<file path="src/rtl/gpiorb_pkg.sv">
// ----------------------------------------------------------------------------
// gpiorb_pkg
// Shared types and constants of the GPIO register block: item kinds, the
// word map, the per-pin lane structs and the pull code translation.
// ----------------------------------------------------------------------------
package gpiorb_pkg;

    localparam int KIND_W   = 2;
    localparam int ADDR_W   = 6;
    localparam int DATA_W   = 32;
    localparam int PORT_W   = 54;
    localparam int MAX_PINS = 64;

    localparam int FSEL_WORDS    = 7;
    localparam int FSEL_PER_WORD = 10;
    localparam int FSEL_PINS     = FSEL_WORDS * FSEL_PER_WORD;
    localparam int PFLD_WORDS    = 4;
    localparam int PFLD_PER_WORD = 16;

    localparam logic [KIND_W-1:0] KIND_READ  = 2'd0;
    localparam logic [KIND_W-1:0] KIND_WRITE = 2'd1;
    localparam logic [KIND_W-1:0] KIND_TICK  = 2'd2;

    localparam logic [ADDR_W-1:0] ADDR_FSEL = 6'(8'h00 >> 2);
    localparam logic [ADDR_W-1:0] ADDR_FSEL_LAST = 6'd6;
    localparam logic [ADDR_W-1:0] ADDR_SET  = 6'(8'h1c >> 2);
    localparam logic [ADDR_W-1:0] ADDR_CLR  = 6'(8'h28 >> 2);
    localparam logic [ADDR_W-1:0] ADDR_LEV  = 6'(8'h34 >> 2);
    localparam logic [ADDR_W-1:0] ADDR_EVT  = 6'(8'h40 >> 2);
    localparam logic [ADDR_W-1:0] ADDR_REN  = 6'd19;
    localparam logic [ADDR_W-1:0] ADDR_FEN  = 6'd22;
    localparam logic [ADDR_W-1:0] ADDR_PUD  = 6'(8'h94 >> 2);
    localparam logic [ADDR_W-1:0] ADDR_PCLK = 6'd38;
    localparam logic [ADDR_W-1:0] ADDR_PFLD = 6'(8'he4 >> 2);
    localparam logic [ADDR_W-1:0] ADDR_PFLD_LAST = 6'd60;

    localparam logic [DATA_W-1:0] ID_WORD = 32'h6770696f;

    localparam logic [2:0] FSEL_MASK   = 3'h7;
    localparam logic [2:0] FSEL_OUTPUT = 3'd1;
    localparam logic [1:0] PULL_MASK   = 2'h3;
    localparam logic [1:0] PULL_DOWN   = 2'd1;
    localparam logic [1:0] PULL_UP     = 2'd2;

    typedef struct packed {
        logic       rd;
        logic       tick;
        logic       fsel_we;
        logic [2:0] fsel_word;
        logic       set_we;
        logic       clr_we;
        logic       evt_clr;
        logic       ren_we;
        logic       fen_we;
        logic       pud_we;
        logic       pclk_we;
        logic       bank;
        logic       pfld_we;
        logic [1:0] pfld_word;
    } cmd_t;

    typedef struct packed {
        logic [2:0] fsel;
        logic       level;
        logic       event_bit;
        logic       ren;
        logic       fen;
        logic [1:0] pull_field;
    } lane_state_t;

    typedef struct packed {
        logic latch;
        logic den;
        logic up;
        logic dn;
        logic event_bit;
    } lane_view_t;

    function automatic logic [1:0] swap_code(input logic [1:0] c);
        logic [1:0] r;
        case (c & PULL_MASK)
            2'd1:    r = 2'd2;
            2'd2:    r = 2'd1;
            default: r = c;
        endcase
        return r;
    endfunction

endpackage

</file>
<file path="src/rtl/gpiorb_decode.sv">
// ----------------------------------------------------------------------------
// gpiorb_decode
// Turns an accepted item's kind and word address into the command that is
// broadcast to every pin lane.
// ----------------------------------------------------------------------------
module gpiorb_decode import gpiorb_pkg::*; (
    input  logic              accept,
    input  logic [KIND_W-1:0] kind,
    input  logic [ADDR_W-1:0] word_address,
    input  logic              chip_variant,
    output cmd_t              cmd
);

    logic wr;

    assign wr = accept && (kind == KIND_WRITE);

    always_comb begin
        cmd = '0;
        cmd.rd = (kind == KIND_READ);
        cmd.tick = accept && (kind == KIND_TICK);
        if (word_address <= ADDR_FSEL_LAST) begin
            cmd.fsel_we = wr;
            cmd.fsel_word = word_address[2:0];
        end else if (word_address >= ADDR_PFLD && word_address <= ADDR_PFLD_LAST) begin
            cmd.pfld_we = wr && chip_variant;
            cmd.pfld_word = 2'(word_address - ADDR_PFLD);
        end else begin
            case (word_address)
                ADDR_SET: begin
                    cmd.set_we = wr;
                end
                ADDR_SET + 6'd1: begin
                    cmd.set_we = wr;
                    cmd.bank = 1'b1;
                end
                ADDR_CLR: begin
                    cmd.clr_we = wr;
                end
                ADDR_CLR + 6'd1: begin
                    cmd.clr_we = wr;
                    cmd.bank = 1'b1;
                end
                ADDR_EVT: begin
                    cmd.evt_clr = wr;
                end
                ADDR_EVT + 6'd1: begin
                    cmd.evt_clr = wr;
                    cmd.bank = 1'b1;
                end
                ADDR_REN: begin
                    cmd.ren_we = wr;
                end
                ADDR_REN + 6'd1: begin
                    cmd.ren_we = wr;
                    cmd.bank = 1'b1;
                end
                ADDR_FEN: begin
                    cmd.fen_we = wr;
                end
                ADDR_FEN + 6'd1: begin
                    cmd.fen_we = wr;
                    cmd.bank = 1'b1;
                end
                ADDR_PUD: begin
                    cmd.pud_we = wr && !chip_variant;
                end
                ADDR_PCLK: begin
                    cmd.pclk_we = wr && !chip_variant;
                end
                ADDR_PCLK + 6'd1: begin
                    cmd.pclk_we = wr && !chip_variant;
                    cmd.bank = 1'b1;
                end
                default: begin
                    cmd.bank = 1'b0;
                end
            endcase
        end
    end

endmodule

</file>
<file path="src/rtl/gpiorb_lane.sv">
// ----------------------------------------------------------------------------
// gpiorb_lane
// State of one pin: function select, output latch, edge enables, event
// status, sampled level and pull setting, with their updates for one item.
// ----------------------------------------------------------------------------
module gpiorb_lane import gpiorb_pkg::*; #(
    parameter int PIN = 0
) (
    input  logic              aclk,
    input  logic              aresetn,
    input  cmd_t              cmd,
    input  logic [DATA_W-1:0] write_data,
    input  logic              pin_level,
    input  logic [1:0]        pull_control,
    output lane_state_t       state,
    output lane_view_t        view
);

    localparam logic [2:0] FSEL_WORD = 3'(PIN / FSEL_PER_WORD);
    localparam int         FSEL_LSB  = 3 * (PIN % FSEL_PER_WORD);
    localparam logic       BANK      = 1'(PIN / DATA_W);
    localparam int         BIT       = PIN % DATA_W;
    localparam logic [1:0] PFLD_WORD = 2'(PIN / PFLD_PER_WORD);
    localparam int         PFLD_LSB  = 2 * (PIN % PFLD_PER_WORD);

    logic [2:0] fsel_reg, fsel_next;
    logic       latch_reg, latch_next;
    logic       ren_reg, ren_next;
    logic       fen_reg, fen_next;
    logic       event_reg, event_next;
    logic       level_reg, level_next;
    logic [1:0] pull_reg, pull_next;
    logic       hit;

    assign hit = (cmd.bank == BANK) && write_data[BIT];

    always_comb begin
        fsel_next = fsel_reg;
        latch_next = latch_reg;
        ren_next = ren_reg;
        fen_next = fen_reg;
        event_next = event_reg;
        level_next = level_reg;
        pull_next = pull_reg;
        if (cmd.fsel_we && cmd.fsel_word == FSEL_WORD) begin
            fsel_next = write_data[FSEL_LSB +: 3];
        end
        if (cmd.set_we && hit) begin
            latch_next = 1'b1;
        end
        if (cmd.clr_we && hit) begin
            latch_next = 1'b0;
        end
        if (cmd.evt_clr && hit) begin
            event_next = 1'b0;
        end
        if (cmd.ren_we && cmd.bank == BANK) begin
            ren_next = write_data[BIT];
        end
        if (cmd.fen_we && cmd.bank == BANK) begin
            fen_next = write_data[BIT];
        end
        if (cmd.pclk_we && hit) begin
            pull_next = pull_control;
        end
        if (cmd.pfld_we && cmd.pfld_word == PFLD_WORD) begin
            pull_next = swap_code(write_data[PFLD_LSB +: 2]);
        end
        if (cmd.tick) begin
            if ((pin_level && !level_reg && ren_reg) || (!pin_level && level_reg && fen_reg)) begin
                event_next = 1'b1;
            end
            level_next = pin_level;
        end
    end

    always_ff @(posedge aclk) begin
        if (!aresetn) begin
            fsel_reg <= '0;
            latch_reg <= 1'b0;
            ren_reg <= 1'b0;
            fen_reg <= 1'b0;
            event_reg <= 1'b0;
            level_reg <= 1'b0;
            pull_reg <= '0;
        end else begin
            fsel_reg <= fsel_next;
            latch_reg <= latch_next;
            ren_reg <= ren_next;
            fen_reg <= fen_next;
            event_reg <= event_next;
            level_reg <= level_next;
            pull_reg <= pull_next;
        end
    end

    assign state.fsel = fsel_reg;
    assign state.level = level_reg;
    assign state.event_bit = event_reg;
    assign state.ren = ren_reg;
    assign state.fen = fen_reg;
    assign state.pull_field = swap_code(pull_reg);

    assign view.latch = latch_next;
    assign view.den = ((fsel_next & FSEL_MASK) == FSEL_OUTPUT);
    assign view.up = ((pull_next & PULL_MASK) == PULL_UP);
    assign view.dn = ((pull_next & PULL_MASK) == PULL_DOWN);
    assign view.event_bit = event_next;

endmodule

</file>
<file path="src/rtl/gpiorb_merge.sv">
// ----------------------------------------------------------------------------
// gpiorb_merge
// Gathers the pin lanes into register words for reads and into the pin
// masks of the result item.
// ----------------------------------------------------------------------------
module gpiorb_merge import gpiorb_pkg::*; #(
    parameter int NUM_PINS = 54
) (
    input  cmd_t              cmd,
    input  logic [ADDR_W-1:0] word_address,
    input  logic              chip_variant,
    input  logic [1:0]        pull_control,
    input  lane_state_t       lane_state [NUM_PINS],
    input  lane_view_t        lane_view [NUM_PINS],
    output logic [DATA_W-1:0] read_data,
    output logic [PORT_W-1:0] drive_level,
    output logic [PORT_W-1:0] drive_enable,
    output logic [PORT_W-1:0] pull_up_mask,
    output logic [PORT_W-1:0] pull_down_mask,
    output logic              event_pending
);

    logic [2:0]          fsel_pad [FSEL_PINS];
    logic [1:0]          pull_pad [MAX_PINS];
    logic [MAX_PINS-1:0] level_vec, event_vec, ren_vec, fen_vec;
    logic [MAX_PINS-1:0] latch_vec, den_vec, up_vec, dn_vec, event_next_vec;
    logic [DATA_W-1:0]   fsel_words [FSEL_WORDS];
    logic [DATA_W-1:0]   pull_words [PFLD_WORDS];

    for (genvar p = 0; p < FSEL_PINS; p++) begin : g_fsel_pad
        if (p < NUM_PINS) begin : g_on
            assign fsel_pad[p] = lane_state[p].fsel;
        end else begin : g_off
            assign fsel_pad[p] = '0;
        end
    end

    for (genvar p = 0; p < MAX_PINS; p++) begin : g_pad
        if (p < NUM_PINS) begin : g_on
            assign pull_pad[p] = lane_state[p].pull_field;
            assign level_vec[p] = lane_state[p].level;
            assign event_vec[p] = lane_state[p].event_bit;
            assign ren_vec[p] = lane_state[p].ren;
            assign fen_vec[p] = lane_state[p].fen;
            assign latch_vec[p] = lane_view[p].latch;
            assign den_vec[p] = lane_view[p].den;
            assign up_vec[p] = lane_view[p].up;
            assign dn_vec[p] = lane_view[p].dn;
            assign event_next_vec[p] = lane_view[p].event_bit;
        end else begin : g_off
            assign pull_pad[p] = '0;
            assign level_vec[p] = 1'b0;
            assign event_vec[p] = 1'b0;
            assign ren_vec[p] = 1'b0;
            assign fen_vec[p] = 1'b0;
            assign latch_vec[p] = 1'b0;
            assign den_vec[p] = 1'b0;
            assign up_vec[p] = 1'b0;
            assign dn_vec[p] = 1'b0;
            assign event_next_vec[p] = 1'b0;
        end
    end

    always_comb begin
        for (int w = 0; w < FSEL_WORDS; w++) begin
            fsel_words[w] = '0;
            for (int i = 0; i < FSEL_PER_WORD; i++) begin
                fsel_words[w][3*i +: 3] = fsel_pad[w*FSEL_PER_WORD + i];
            end
        end
        for (int w = 0; w < PFLD_WORDS; w++) begin
            for (int i = 0; i < PFLD_PER_WORD; i++) begin
                pull_words[w][2*i +: 2] = pull_pad[w*PFLD_PER_WORD + i];
            end
        end
    end

    always_comb begin
        read_data = '0;
        if (cmd.rd) begin
            if (word_address <= ADDR_FSEL_LAST) begin
                read_data = fsel_words[word_address[2:0]];
            end else if (word_address >= ADDR_PFLD && word_address <= ADDR_PFLD_LAST) begin
                if (chip_variant) begin
                    read_data = pull_words[2'(word_address - ADDR_PFLD)];
                end else if (word_address == ADDR_PFLD_LAST) begin
                    read_data = ID_WORD;
                end
            end else begin
                case (word_address)
                    ADDR_LEV:        read_data = level_vec[DATA_W-1:0];
                    ADDR_LEV + 6'd1: read_data = level_vec[MAX_PINS-1:DATA_W];
                    ADDR_EVT:        read_data = event_vec[DATA_W-1:0];
                    ADDR_EVT + 6'd1: read_data = event_vec[MAX_PINS-1:DATA_W];
                    ADDR_REN:        read_data = ren_vec[DATA_W-1:0];
                    ADDR_REN + 6'd1: read_data = ren_vec[MAX_PINS-1:DATA_W];
                    ADDR_FEN:        read_data = fen_vec[DATA_W-1:0];
                    ADDR_FEN + 6'd1: read_data = fen_vec[MAX_PINS-1:DATA_W];
                    ADDR_PUD: begin
                        if (!chip_variant) begin
                            read_data = {30'd0, pull_control};
                        end
                    end
                    default:         read_data = '0;
                endcase
            end
        end
    end

    assign drive_level = latch_vec[PORT_W-1:0];
    assign drive_enable = den_vec[PORT_W-1:0];
    assign pull_up_mask = up_vec[PORT_W-1:0];
    assign pull_down_mask = dn_vec[PORT_W-1:0];
    assign event_pending = |event_next_vec;

endmodule

</file>
<file path="src/rtl/gpio_register_block.sv">
// ----------------------------------------------------------------------------
// gpio_register_block
// GPIO controller behind 32-bit word registers with function selects, an
// output latch, edge detect events and two pull setting layouts.
//
//   channel | ports                         | direction | payload
//   --------+-------------------------------+-----------+--------------------
//   input   | s_valid / s_ready             | in        | kind, address, data,
//           |                               |           | pin levels
//   result  | m_valid / m_ready             | out       | read data, pin masks,
//           |                               |           | event pending
//   config  | cfg_valid / cfg_ready         | in        | chip variant
//
// All pin lanes update in parallel at the edge that accepts an item, and
// its result lands in the output register at that same edge.
// A new item is accepted every cycle while the result side takes items.
// When the result register is full and m_ready is low, s_ready drops.
// Reset is synchronous and clears all pin state and the output valid.
// ----------------------------------------------------------------------------
module gpio_register_block import gpiorb_pkg::*; #(
    parameter int NUM_PINS = 54
) (
    input  logic              aclk,
    input  logic              aresetn,
    input  logic              s_valid,
    output logic              s_ready,
    input  logic [KIND_W-1:0] s_kind,
    input  logic [ADDR_W-1:0] s_word_address,
    input  logic [DATA_W-1:0] s_write_data,
    input  logic [PORT_W-1:0] s_pin_levels,
    output logic              m_valid,
    input  logic              m_ready,
    output logic [DATA_W-1:0] m_read_data,
    output logic [PORT_W-1:0] m_drive_level,
    output logic [PORT_W-1:0] m_drive_enable,
    output logic [PORT_W-1:0] m_pull_up_mask,
    output logic [PORT_W-1:0] m_pull_down_mask,
    output logic              m_event_pending,
    input  logic              cfg_valid,
    output logic              cfg_ready,
    input  logic              cfg_chip_variant
);

    logic                accept;
    cmd_t                cmd;
    logic                variant_reg;
    logic [1:0]          pull_control_reg;
    logic [MAX_PINS-1:0] level_pad;
    lane_state_t         lane_state [NUM_PINS];
    lane_view_t          lane_view [NUM_PINS];
    logic [DATA_W-1:0]   read_data;
    logic [PORT_W-1:0]   drive_level, drive_enable, pull_up_mask, pull_down_mask;
    logic                event_pending;

    logic                m_valid_reg;
    logic [DATA_W-1:0]   m_read_data_reg;
    logic [PORT_W-1:0]   m_drive_level_reg, m_drive_enable_reg;
    logic [PORT_W-1:0]   m_pull_up_mask_reg, m_pull_down_mask_reg;
    logic                m_event_pending_reg;

    assign s_ready = !m_valid_reg || m_ready;
    assign accept = s_valid && s_ready;
    assign cfg_ready = 1'b1;
    assign level_pad = {(MAX_PINS - PORT_W)'(0), s_pin_levels};

    gpiorb_decode u_decode (
        .accept       (accept),
        .kind         (s_kind),
        .word_address (s_word_address),
        .chip_variant (variant_reg),
        .cmd          (cmd)
    );

    for (genvar p = 0; p < NUM_PINS; p++) begin : g_lane
        gpiorb_lane #(
            .PIN (p)
        ) u_lane (
            .aclk         (aclk),
            .aresetn      (aresetn),
            .cmd          (cmd),
            .write_data   (s_write_data),
            .pin_level    (level_pad[p]),
            .pull_control (pull_control_reg),
            .state        (lane_state[p]),
            .view         (lane_view[p])
        );
    end

    gpiorb_merge #(
        .NUM_PINS (NUM_PINS)
    ) u_merge (
        .cmd            (cmd),
        .word_address   (s_word_address),
        .chip_variant   (variant_reg),
        .pull_control   (pull_control_reg),
        .lane_state     (lane_state),
        .lane_view      (lane_view),
        .read_data      (read_data),
        .drive_level    (drive_level),
        .drive_enable   (drive_enable),
        .pull_up_mask   (pull_up_mask),
        .pull_down_mask (pull_down_mask),
        .event_pending  (event_pending)
    );

    always_ff @(posedge aclk) begin
        if (!aresetn) begin
            variant_reg <= 1'b0;
            pull_control_reg <= '0;
            m_valid_reg <= 1'b0;
        end else begin
            if (cfg_valid) begin
                variant_reg <= cfg_chip_variant;
            end
            if (cmd.pud_we) begin
                pull_control_reg <= s_write_data[1:0];
            end
            if (accept) begin
                m_valid_reg <= 1'b1;
            end else if (m_ready) begin
                m_valid_reg <= 1'b0;
            end
        end
    end

    always_ff @(posedge aclk) begin
        if (accept) begin
            m_read_data_reg <= read_data;
            m_drive_level_reg <= drive_level;
            m_drive_enable_reg <= drive_enable;
            m_pull_up_mask_reg <= pull_up_mask;
            m_pull_down_mask_reg <= pull_down_mask;
            m_event_pending_reg <= event_pending;
        end
    end

    assign m_valid = m_valid_reg;
    assign m_read_data = m_read_data_reg;
    assign m_drive_level = m_drive_level_reg;
    assign m_drive_enable = m_drive_enable_reg;
    assign m_pull_up_mask = m_pull_up_mask_reg;
    assign m_pull_down_mask = m_pull_down_mask_reg;
    assign m_event_pending = m_event_pending_reg;

endmodule

</file>
<file path="config.mk">
export PLATFORM = sky130hd
export DESIGN_NAME = gpio_register_block
export DESIGN_NICKNAME = d
export VERILOG_FILES = /design/src/rtl/gpiorb_pkg.sv /design/src/rtl/gpiorb_decode.sv /design/src/rtl/gpiorb_lane.sv /design/src/rtl/gpiorb_merge.sv /design/src/rtl/gpio_register_block.sv
export SDC_FILE = /design/constraint.sdc
export NUM_CORES = 2
export LEC_CHECK = 0
export BUFFER_PORTS_ARGS = -buffer_cell sky130_fd_sc_hd__buf_2
export CORE_ASPECT_RATIO = 1.25
export CORE_MARGIN = 10
export CORE_UTILIZATION = 55
export CTS_CLUSTER_DIAMETER = 50
export DETAILED_ROUTE_END_ITERATION = 6
export PLACE_DENSITY = 0.71
export SETUP_SLACK_MARGIN = 0.4
export SLEW_MARGIN = 15
export SYNTH_ARGS = -nofsm -noshare
export SYNTH_HDL_FRONTEND = slang
export SYNTH_SLANG_ARGS = --single-unit
</file>
<file path="constraint.sdc">
create_clock -name aclk -period 9.05 [get_ports aclk]
set_clock_uncertainty 0.15 [all_clocks]
set_input_delay 0.4525 -clock aclk [delete_from_list [all_inputs] [get_ports aclk]]
set_output_delay 0.4525 -clock aclk [all_outputs]
set_load 0.05 [all_outputs]
</file>
==> results.md <==
- Worst Reg-to-Reg Cells: 8
- Area growth syn-to-layout: 14.5%
- First-pass GRT wire length: 186 mm
- Synth area leaders: dfxtp_1, edfxtp_1, nand2_1, nor2b_1, a21boi_0
- Sequential area share after synthesis: 49.6%
- Hold Path Cell Cnt: 3
- Yosys reg bits: 793
- Yosys top cell area share: 29.4%
- Status: complete, no violations
- Cell Int Power: 5.87 mW
- Mean routed wirelength per cell: 25.2 µm
- Initial Utilization: 55.4%
- Top FF cell, synth: dfxtp_1
- Post-synthesis compound-gate area fraction: 15.3%
- Vias in the first global route: 29600
- Gate power share: 8.5%
- DRT Pass-1 Iters: 6
- Port Buf Inserts: 350
- Share of cells above drive strength 1: 15.9%
- Critical-path cell list: buf_2 -> buf_4 -> inv_1 -> ha_1 -> mux2i_1 -> nor3_1 -> nor3_2 -> buf_4 -> o31ai_4 -> buf_4 -> or2_2 -> buf_4 -> mux2i_1 -> nor2b_1
- RSZ-0062 raised after global routing: no
- Crit-path max FO: 40
- Nets: 4242
- Slew headroom: 19.4%
- Crit-path max cell delay: 540 ps
- Most used cell along the critical path: buf_4
- Post-route ant nets: 0
- Critical Path AT: 4640 ps
- Drt via density: 6.18
- Setup Crit Path Kind: primary input to flip-flop
- Post-DP HPWL: 83.9 mm
- Critical Path Source Type: primary input
- Min Tclk post-route: 4290 ps
- Max IR drop VDD: 0.000146 V
- Max FFs per register: 162
- TNS Setup: 0 ps
- Clock Latency Late Sink: 630 ps
- Placed Instance Area: 39100 µm²
- Total number of cells along the worst setup path: 14
- Main combinational cell family by area after synthesis: simple AND/OR/NAND/NOR gates
- Syn_nets: 4029
- GP Congestion: 0.957
- Remaining Overflow, GRT: 0
- Clock sinks: 793
- Synth top cells by count: nand2_1, dfxtp_1, nor2b_1
- Dpl cells: 4832
- Root Driver: clkbuf_16
- Pin count of the biggest net entering global routing: 301
- Max-Cap Viols: 0
- GRT Total Usage: 31.3%
- Initial antenna violation count: 12
- Synth area leader: dfxtp_1
- Sw Ratio: 25.1%
- Worst-margin pin slew: 1210 ps
- Synth Warn #: 0
- # IOs: 352
- Ratio of final minimum period to clock period: 47.4%
- Non-filler instance count after layout: 5043
- Sequential power share: 47.9%
- Xor/xnor share of the synthesized area: 0%
- # DRC: 0
- Cell count after synthesis: 3892
- Final setup vio count: 0
- Clock power share: 43.6%
- Synthesized area: 37000 µm²
- Routed via count: 31200
- Simple-gate share of the synthesized area: 20.5%
- Core area: 66800 µm²
- Power density over cell area: 185 nW/µm²
- Post-synthesis mux area share: 9.46%
- Die Height: 310 µm
- Cell family with most CP delay: buffers and inverters
- Post-CTS setup buffer count: 0
- Post-synth EDFFs: 249
- Final slew viol count: 0
- Cell row count: 106
- Clock-pin slew on the worst setup and hold paths: 60 ps
- Design area: 42400 µm²
- CP max stage cell: buf_4
- Most frequent cell after synthesis: nand2_1
- CP Data Required Time: 9400 ps
- CP Buf/Inv Count: 6
- Fmax: 0.233 GHz
- Switching power: 1.97 mW
- Ys async rst share: 0%
- Die area: 78200 µm²
- Final hold violation count: 0
- Avg Cell Area, Syn: 9.51 µm²
- # H-tree levels: 3
- Longest Clk Path Bufs: 3
- Min-delay worst type: primary input to flip-flop
- Leak pwr: 15.4 nW
- Yosys cell types: 65
- CTS tree: yes
- Routed WL: 127 mm
- Adder-Cell Fraction of Synth Area: 1.25%
- CTS buffer count: 79
- Tot Pwr: 7.84 mW
- Initial DRC count: 4092
- Die W: 252 µm
- Setup crit end kind: flip-flop
==> cell families after synthesis <==
family / after synthesis
AND/OR/NAND/NOR: 1524
flip-flops: 793
buffers and inverters: 366
other: 1
adder cells (fa/ha/maj): 37
multiplexers: 284
AO/OA/AOI/OAI: 887
==> cells in the final DEF, fill, tap and decap left out, drive strengths merged, types with 11 or more instances in the layout <==
cell type	count
ha	37
and2	64
a21boi	216
nand3b	59
a221oi	43
mux2	108
and3	13
mux2i	134
clkinv	23
nand3	110
a31oi	15
inv	40
buf	404
nor2	98
dlygate4sd3	56
nor2b	388
nand2	667
a222oi	16
a22o	26
o2111ai	11
edfxtp	249
o21ai	268
nor3	49
mux4	42
a22oi	77
clkbuf	113
a21oi	193
nand4	41
dfxtp	544
==> worst register-to-register path, stage by stage (launching register included) <==
cell	delay, ps
dfxtp_1	310
nand2b_1	310
and3_1	710
buf_4	510
nand3_1	550
o21ai_0	700
nand4_1	170
nor4_1	220
nand4_1	140
==> per-layer routing <==
layer | share of wire [%] | wire [µm] | global-route usage (%)
met1 | 39 | 49100 | 39.9
met2 | 45 | 57300 | 48.6
met3 | 11 | 13500 | 7.33
met4 | 5.6 | 7120 | 17.2
met5 | 0.048 | 61 | 0
==> power by group through the flow <==
stage | clock (mW) | sequential (mW) | combinational, mW
3_5_place_dp | 0 | 3.83 | 0.629
2_1_floorplan | 0 | 4.02 | 0.235
3_3_place_gp | 0 | 3.83 | 0.627
6_report | 3.42 | 3.75 | 0.668
5_1_grt | 3.60 | 3.75 | 0.686
4_1_cts | 3.45 | 3.75 | 0.654
==> metrics by stage <==
stage	setup slack, ps	utilization [%]	hold slack (ps)
6_report	4760	63.4	28.7
5_1_grt	4670	63.4	44.1
4_1_cts	4950	63.4	8.71
3_5_place_dp	4310	58.5	322
3_3_place_gp	4370	58.5	316
2_1_floorplan	1500	-	303
==> layout make-up <==
| type | instances | area (µm²) |
|---|---|---|
| diodes | 8 | 20.0 |
| clock buffers | 113 | 2310 |
| clock inverters | 34 | 362 |
| fillers | 5547 | 24500 |
| inverters | 38 | 143 |
| multi-input cells | 2733 | 17400 |
| flip-flops and latches | 793 | 18400 |
| well taps | 864 | 1080 |
| repair buffers | 460 | 2740 |
==> repair_timing <==
item                                   in CTS  in global routing
resized for setup                           0                  0
endpoints found under the hold margin      55                  0
hold buffers                               56                  0
==> final timing paths <==
| kind | startpoint | to | slack, ps |
|---|---|---|---|
| max | s_word_address[1] | g_lane[5].u_lane.fen_reg | 4760 |
| min | s_valid | m_valid | 30 |
| max reg2reg | m_valid | m_event_pending | 5030 |
| min reg2reg | g_lane[27].u_lane.fsel_reg[1] | g_lane[27].u_lane.fsel_reg[1] | 330 |
No activity file was read; power rests on OpenSTA's default activity.
